### config.mk
export PLATFORM = sky130hd
export DESIGN_NAME = cptpl_mac
export DESIGN_NICKNAME = d
export VERILOG_FILES = /design/src/rtl/cp_tensor_predict_loss_macros.svh /design/src/rtl/cptpl_pkg.sv /design/src/rtl/cptpl_mac.sv
export SDC_FILE = /design/constraint.sdc
export NUM_CORES = 2
export LEC_CHECK = 0
export ABC_AREA = 1
export BUFFER_PORTS_ARGS = -buffer_cell sky130_fd_sc_hd__buf_4
export CAP_MARGIN = 20
export CORE_MARGIN = 2
export CORE_UTILIZATION = 25
export CTS_CLUSTER_DIAMETER = 80
export DETAILED_ROUTE_END_ITERATION = 10
export PLACE_DENSITY = 0.42
export SLEW_MARGIN = 20
export SYNTH_ARGS = -nofsm -noshare
export SYNTH_HDL_FRONTEND = slang
export SYNTH_SLANG_ARGS = --single-unit
### constraint.sdc
create_clock -name clk -period 6.9 [get_ports clk]
set_input_delay 0.69 -clock clk [delete_from_list [all_inputs] [get_ports clk]]
set_output_delay 0.69 -clock clk [all_outputs]
set_load 0.01 [all_outputs]
### src/rtl/cp_tensor_predict_loss_macros.svh
// assertion macros for the cp tensor prediction and loss block
// no dependencies; included by the files that assert
`ifndef CP_TENSOR_PREDICT_LOSS_MACROS_SVH
`define CP_TENSOR_PREDICT_LOSS_MACROS_SVH
`ifndef SYNTH
`define CPTPL_ASSERT(name, clk, rst_n, prop) \
  name: assert property (@(posedge clk) disable iff (!rst_n) prop) \
    else $error("cptpl assertion failed");
`define CPTPL_ASSERT_IMP(name, clk, rst_n, ante, cons) \
  name: assert property (@(posedge clk) disable iff (!rst_n) (ante) |-> (cons)) \
    else $error("cptpl implication failed");
`else
`define CPTPL_ASSERT(name, clk, rst_n, prop)
`define CPTPL_ASSERT_IMP(name, clk, rst_n, ante, cons)
`endif
`endif

### src/rtl/cptpl_pkg.sv
// shared constants, types and codes of the cp tensor prediction and loss block
// no dependencies
`timescale 1ns / 1ps
`default_nettype none

package cptpl_pkg;

  localparam int RANK   = 16;
  localparam int ROWS   = 1024;
  localparam int NMODES = 3;

  localparam int FAC_W      = (RANK > 1) ? $clog2(RANK) : 1;
  localparam int ROW_W      = $clog2(ROWS);
  localparam int ADDR_W     = ROW_W + FAC_W;
  localparam int BANK_DEPTH = ROWS * (2 ** FAC_W);

  localparam int ELEM_W = 16;
  localparam int SUM_W  = ELEM_W + 1;
  localparam int P1_W   = 2 * SUM_W;
  localparam int P2_W   = 3 * SUM_W;
  localparam int TERM_W = P2_W + 3;
  localparam int ACC_W  = TERM_W + FAC_W + 1;
  localparam int RND_SH = 23;
  localparam logic [ACC_W-1:0] RND_ADD = ACC_W'(64'd1 << (RND_SH - 1));

  typedef logic signed [SUM_W-1:0] elem_t;

  typedef enum logic [1:0] {
    CMD_WRITE = 2'd0,
    CMD_SCORE = 2'd1,
    CMD_CLEAR = 2'd2,
    CMD_NOP   = 2'd3
  } cmd_t;

  typedef enum logic [3:0] {
    S_IDLE,
    S_RUN,
    S_DRAIN,
    S_ROUND,
    S_SAT,
    S_ERR,
    S_MAG,
    S_SQ,
    S_ACC
  } state_t;

  typedef struct packed {
    logic                     en;
    logic                     set;
    logic [1:0]               mode;
    logic [ADDR_W-1:0]        addr;
    logic signed [ELEM_W-1:0] data;
  } wr_req_t;

  typedef struct packed {
    logic                        en;
    logic [NMODES-1:0][ROW_W-1:0] row;
    logic [FAC_W-1:0]            fac;
    logic [NMODES-1:0]           zero;
    logic                        avg;
  } rd_req_t;

endpackage

`default_nettype wire

### src/rtl/cptpl_mac.sv
// three-way product pipeline and rank accumulator with rounding bias
// depends on cptpl_pkg
`timescale 1ns / 1ps
`default_nettype none

module cptpl_mac import cptpl_pkg::*; (
  input  wire logic                     clk,
  input  wire logic                     rst_n,
  input  wire logic                     start,
  input  wire logic                     rnd,
  input  wire logic                     avg,
  input  wire logic                     in_vld,
  input  wire elem_t [NMODES-1:0]       elem,
  output logic signed [ACC_W-1:0]       acc,
  output logic                          busy
);

  logic signed [P1_W-1:0]   p1_r;
  elem_t                    c_r;
  logic signed [P2_W-1:0]   p2_r;
  logic                     p1_vld_r;
  logic                     p2_vld_r;
  logic signed [TERM_W-1:0] term;
  logic signed [ACC_W-1:0]  acc_r;
  logic signed [ACC_W-1:0]  acc_nxt;

  always_ff @(posedge clk) begin
    if (!rst_n) begin
      p1_vld_r <= 1'b0;
      p2_vld_r <= 1'b0;
    end else begin
      p1_vld_r <= in_vld;
      p2_vld_r <= p1_vld_r;
    end
  end

  always_ff @(posedge clk) begin
    p1_r  <= P1_W'($signed(elem[0])) * P1_W'($signed(elem[1]));
    c_r   <= elem[2];
    p2_r  <= P2_W'(p1_r) * P2_W'(c_r);
    acc_r <= acc_nxt;
  end

  // main-only terms are scaled by 8 to share the averaged scale
  assign term = avg ? TERM_W'(p2_r) : (TERM_W'(p2_r) <<< 3);

  always_comb begin
    acc_nxt = acc_r;
    if (start) begin
      acc_nxt = '0;
    end else if (rnd) begin
      acc_nxt = acc_r + $signed(RND_ADD);
    end else if (p2_vld_r) begin
      acc_nxt = acc_r + ACC_W'(term);
    end
  end

  assign acc  = acc_r;
  assign busy = p1_vld_r | p2_vld_r;

endmodule

`default_nettype wire

* After elaboration in Yosys (flattened, before gate mapping) *
Index checks and enable logic that the tools add are counted.

operators by class
  add/sub/neg operators = 2
  multiply operators = 2
  muxes and demuxes = 3
  bitwise operators = 1
  reduce and logical (&&, ||, !) cells = 1

operators by type and width
  operator                                        number
  2-to-1 mux 59 bit                               2
  adder 59 x 24 -> 59 bit, second input constant  1
  adder 59 x 54 -> 59 bit                         1
  2-to-1 mux 53 bit                               1
  multiplier 34 x 17 -> 51 bit                    1
  multiplier 17 x 17 -> 34 bit                    1
  nonzero test 2 bit                              1
  OR 1 bit                                        1

storage, ports and cells
  flip-flop bits (word level) = 163
  input port bits = 57
  output and inout bits = 60
  word-level logic and storage cells = 15

* Depth between registers and ports, before layout *
  word-level depth = 4
  depth in mapped cells = 28
  gate-level depth less buffers = 26

* Least setup slack after synthesis *
OpenSTA, ideal clock, no wires.

  kind = input to register
  start = input port elem[19] (netlist bit)
  end = register p1_r[29]
  library setup time = 0.112 ns
  arrival = 5.759 ns
  required time = 6.788 ns
  setup slack = 1.029 ns
  stages on the path = 24
  path buffers = 2
  path through = clkbuf_1 > clkbuf_1 > nand2_1 > fa_1 > inv_1 > fa_1 > inv_1 > fa_1 > fa_1 > inv_1 > fa_1 > inv_1 > fa_1 > inv_1 > ha_1 > a21oi_1 > o21ai_0 > a21oi_1 > nand3_1 > nand2_1 > nand2_1 > nand2_1 > a21o_1 > nand2_1

between the ends
  cells in the longest elaborated chain, start to end = 1

ends and longest elaborated chain
  element                       RTL line         RTL
  start: declaration            cptpl_mac.sv:13  input wire elem_t [NMODES-1:0] elem,
  multiplier 17 x 17 -> 34 bit  cptpl_mac.sv:38  p1_r <= P1_W'($signed(elem[0])) * P1_W'($signed(elem[1]));
  end signal: assignment        cptpl_mac.sv:38
  end: declaration              cptpl_mac.sv:18  logic signed [P1_W-1:0] p1_r;

Every way passes these cells.
A chain may end at the register's enable or synchronous reset.

* Worst setup path after layout *
  start = register c_r[5]
  end = register p2_r[34]

between the ends
  cells in the longest elaborated chain, start to end = 1

ends and longest elaborated chain
  element                       RTL line         RTL
  start: declaration            cptpl_mac.sv:19  elem_t c_r;
  start signal: assignment      cptpl_mac.sv:39  c_r <= elem[2];
  multiplier 34 x 17 -> 51 bit  cptpl_mac.sv:40  p2_r <= P2_W'(p1_r) * P2_W'(c_r);
  end signal: assignment        cptpl_mac.sv:40
  end: declaration              cptpl_mac.sv:20  logic signed [P2_W-1:0] p2_r;

Every way passes these cells.

==> run metrics <==
Seq cells post-synth=roughly 160; crit path cell chain=buf_4 > nand2_1 > inv_1 > fa_1 > inv_1 > fa_1 > fa_1 > inv_1 > fa_1 > fa_1 > inv_1 > fa_1 > inv_1 > ha_1 > a21oi_1 > a21boi_0 > o21ai_0 > o21bai_1 > a21oi_1 > xnor2_1; I/O Buffers=between 100 and 150; DRC=0; final wirelength=between 100000 and 150000 um; relative slew slack=between 30% and 40%; largest delay contributor family on the critical path=adder cells; cell mode on critical path=fa_1; sequential cell area=0.00326 sq mm; crit end category=register; RSZ-0062 raised after global routing=no; CTS Root Cell=clkbuf_16; CTS max path bufs=2; Synth Instances=~6000; clock-pin slew on the worst setup and hold paths=approximately 0.090 ns; Stages on worst setup path=20; CTS tree=built; Fin. Hold Viols=0; global-route usage over all layers=16.7%; Synth Area in Simple Gates=roughly 21%; fin crit period=6.40 ns; largest net degree at the start of global routing=76; post-cts sizing count=0; CTS H-tree depth=4; die area=0.177 sq mm; most common cell after layout, fill and taps aside=inv_1; worst reg2reg path depth=20; Die X=420 um; Worst Tran Pin Value=slightly above 1 ns; vias in the first global route=between 30000 and 40000; status=finished, final reports clean; post-CTS setup buffers=0; Tightest Hold Check Type=primary input to register; first-pass GRT wire length=roughly 230000 um; Slew Viols, Final=0; row count=about 150; via count=36000; CP arrival=6.84 ns; initial antenna violation count=0; largest family of logic cells by synthesized area=adder cells; Synth Net Count=slightly above 7000; Inserted Diodes=0; CTS buffer count=17; Synth warnings=0; Final period util=92.8%; Synth Area in XOR/XNOR=roughly 2.3%; Worst-Skew Late Latency=roughly 0.56 ns; ANT nets after route=0; clk sinks=approximately 160; Max-cap violations=0; Worst setup startpoint=c_r[5]; drt wl/cell=around 17 um; Synth-to-Final Area Change=9.88%; ratio of cells with drive above 1 in the final layout=under 10%; gp weighted congestion=between 0.9 and 1; multiplexer share of the synthesized area=less than 1%; Die Y=420 um; Synth Area per Inst=a little over 7 sq um; nets=between 7000 and 8000; vias per inst=between 4 and 5; critical path fanouts, max=9; Setup-failing EPs final=0; Critical Path RT=roughly 7.3 ns; slowest CP cell=dfxtp_1; WS Path Type=register to register; total grt overflow=0; startpoint types=register; Starting DRT DRC Count=between 1500 and 2000; TritonRoute pass-1 iters=6; RR Startpoint=c_r[5]; post-synthesis adder-cell area fraction=a little under half; placed inst area=about 0.047 sq mm; Clock Skew=about 0.037 ns; compound-gate portion of the synthesized area=under 10%; design area=about 0.048 sq mm; CP peak stage delay=0.77 ns; sequential element share of the synthesized area=7.53%; Core Box Area=~0.17 sq mm; FILL cells=19200; IO Count=between 100 and 150; hold_buf cts=0; multi-input logic area=0.0328 sq mm; commonest non-fill, non-tap cells in the layout=inv_1, nand2_1, fa_1, nor2_1, ha_1; Post-Syn Area=about 0.043 sq mm; HPWL after DPL=around 120000 um; Initial Util=roughly 25%; fmax=roughly 160 MHz; Yosys cell types=43; hold depth=1; setup_tns=0 ns; Buf+Inv Stages, Crit Path=6; hold_sp=elem[50]
[final cells by class]
cell class                 instances  share of cell area, %
timing repair buffer             206                   3.51
inverter                        1695                   13.4
sequential                       163                   6.85
tap                             2310                   6.07
clock buffer                      17                  0.893
clock inverter                    15                  0.384
multi-input combinational       3936                   68.9
[cell usage after synthesis (all sizes together)]
library cell	n	area (sq um)
o21bai	31	233
buf	10	45.0
nand4	33	206
o21a	3	22.5
fa	848	17000
nor3	47	235
a21boi	8	60.1
xor2	61	534
o221ai	2	17.5
dfxtp	163	3260
and3	5	31.3
clkbuf	226	848
nor2	334	1290
mux2	2	22.5
or2	18	113
a22oi	1	7.51
a21o	20	150
nor3b	1	12.5
a31oi	10	62.6
nor4	8	50.1
xnor2	55	482
nor2b	1	6.26
clkinv	1	3.75
o211ai	16	120
o21ai	147	743
o221a	1	11.3
nand2	1624	6100
nand3	153	786
inv	1694	6360
a211o	1	8.76
nand3b	11	95.1
ha	263	3290
a21oi	232	1160
[metrics by stage]
stage	hold WS, ns	std cells	utilization, %	setup WS, ns
detailed placement	0.420	8310	27.4	0.0378
CTS	0.203	8342	27.7	0.482
global placement	0.408	8310	27.4	0.0695
global route	0.217	8342	27.7	0.206
finish	0.253	8342	27.7	0.499
floorplan	0.400	6030	-	1.03
[layer usage]
metal	vias to the layer above	GRT usage [%]	part of all wire (%)
met2	634	29.6	49
met1	17900	22.0	46
met4	0	3.85	2.0
met5	-	0	0
met3	105	1.39	3.1
li1	17300	-	-
[flip-flops by register name (all words and copies together), names as in the netlist]
name,flops
p1_vld_r,1
p2_vld_r,1
p2_r,51
c_r,17
acc,59
p1_r,34
[final timing paths]
check,slack [ns],endpoint
setup / recovery,0.50,p2_r[34]
setup reg to reg,0.50,p2_r[34]
hold / removal,0.25,c_r[16]
hold reg to reg,0.43,p2_vld_r
[kinds of logic (layout without fill, tap and decap cells)]
family / Yosys count / after routing
muxes: 2 / 2
DFF: 163 / 163
and+or+nand+nor: 2235 / 2235
xor gates and xnor gates: 116 / 116
AOI/OAI and AO/OA: 472 / 472
buffers and inverters: 1931 / 1933
adders and majority gates: 1111 / 1111
Power is left out: the tool's default activity adds up to more than one toggle a clock period on the data nets, which glitch-free logic cannot reach.
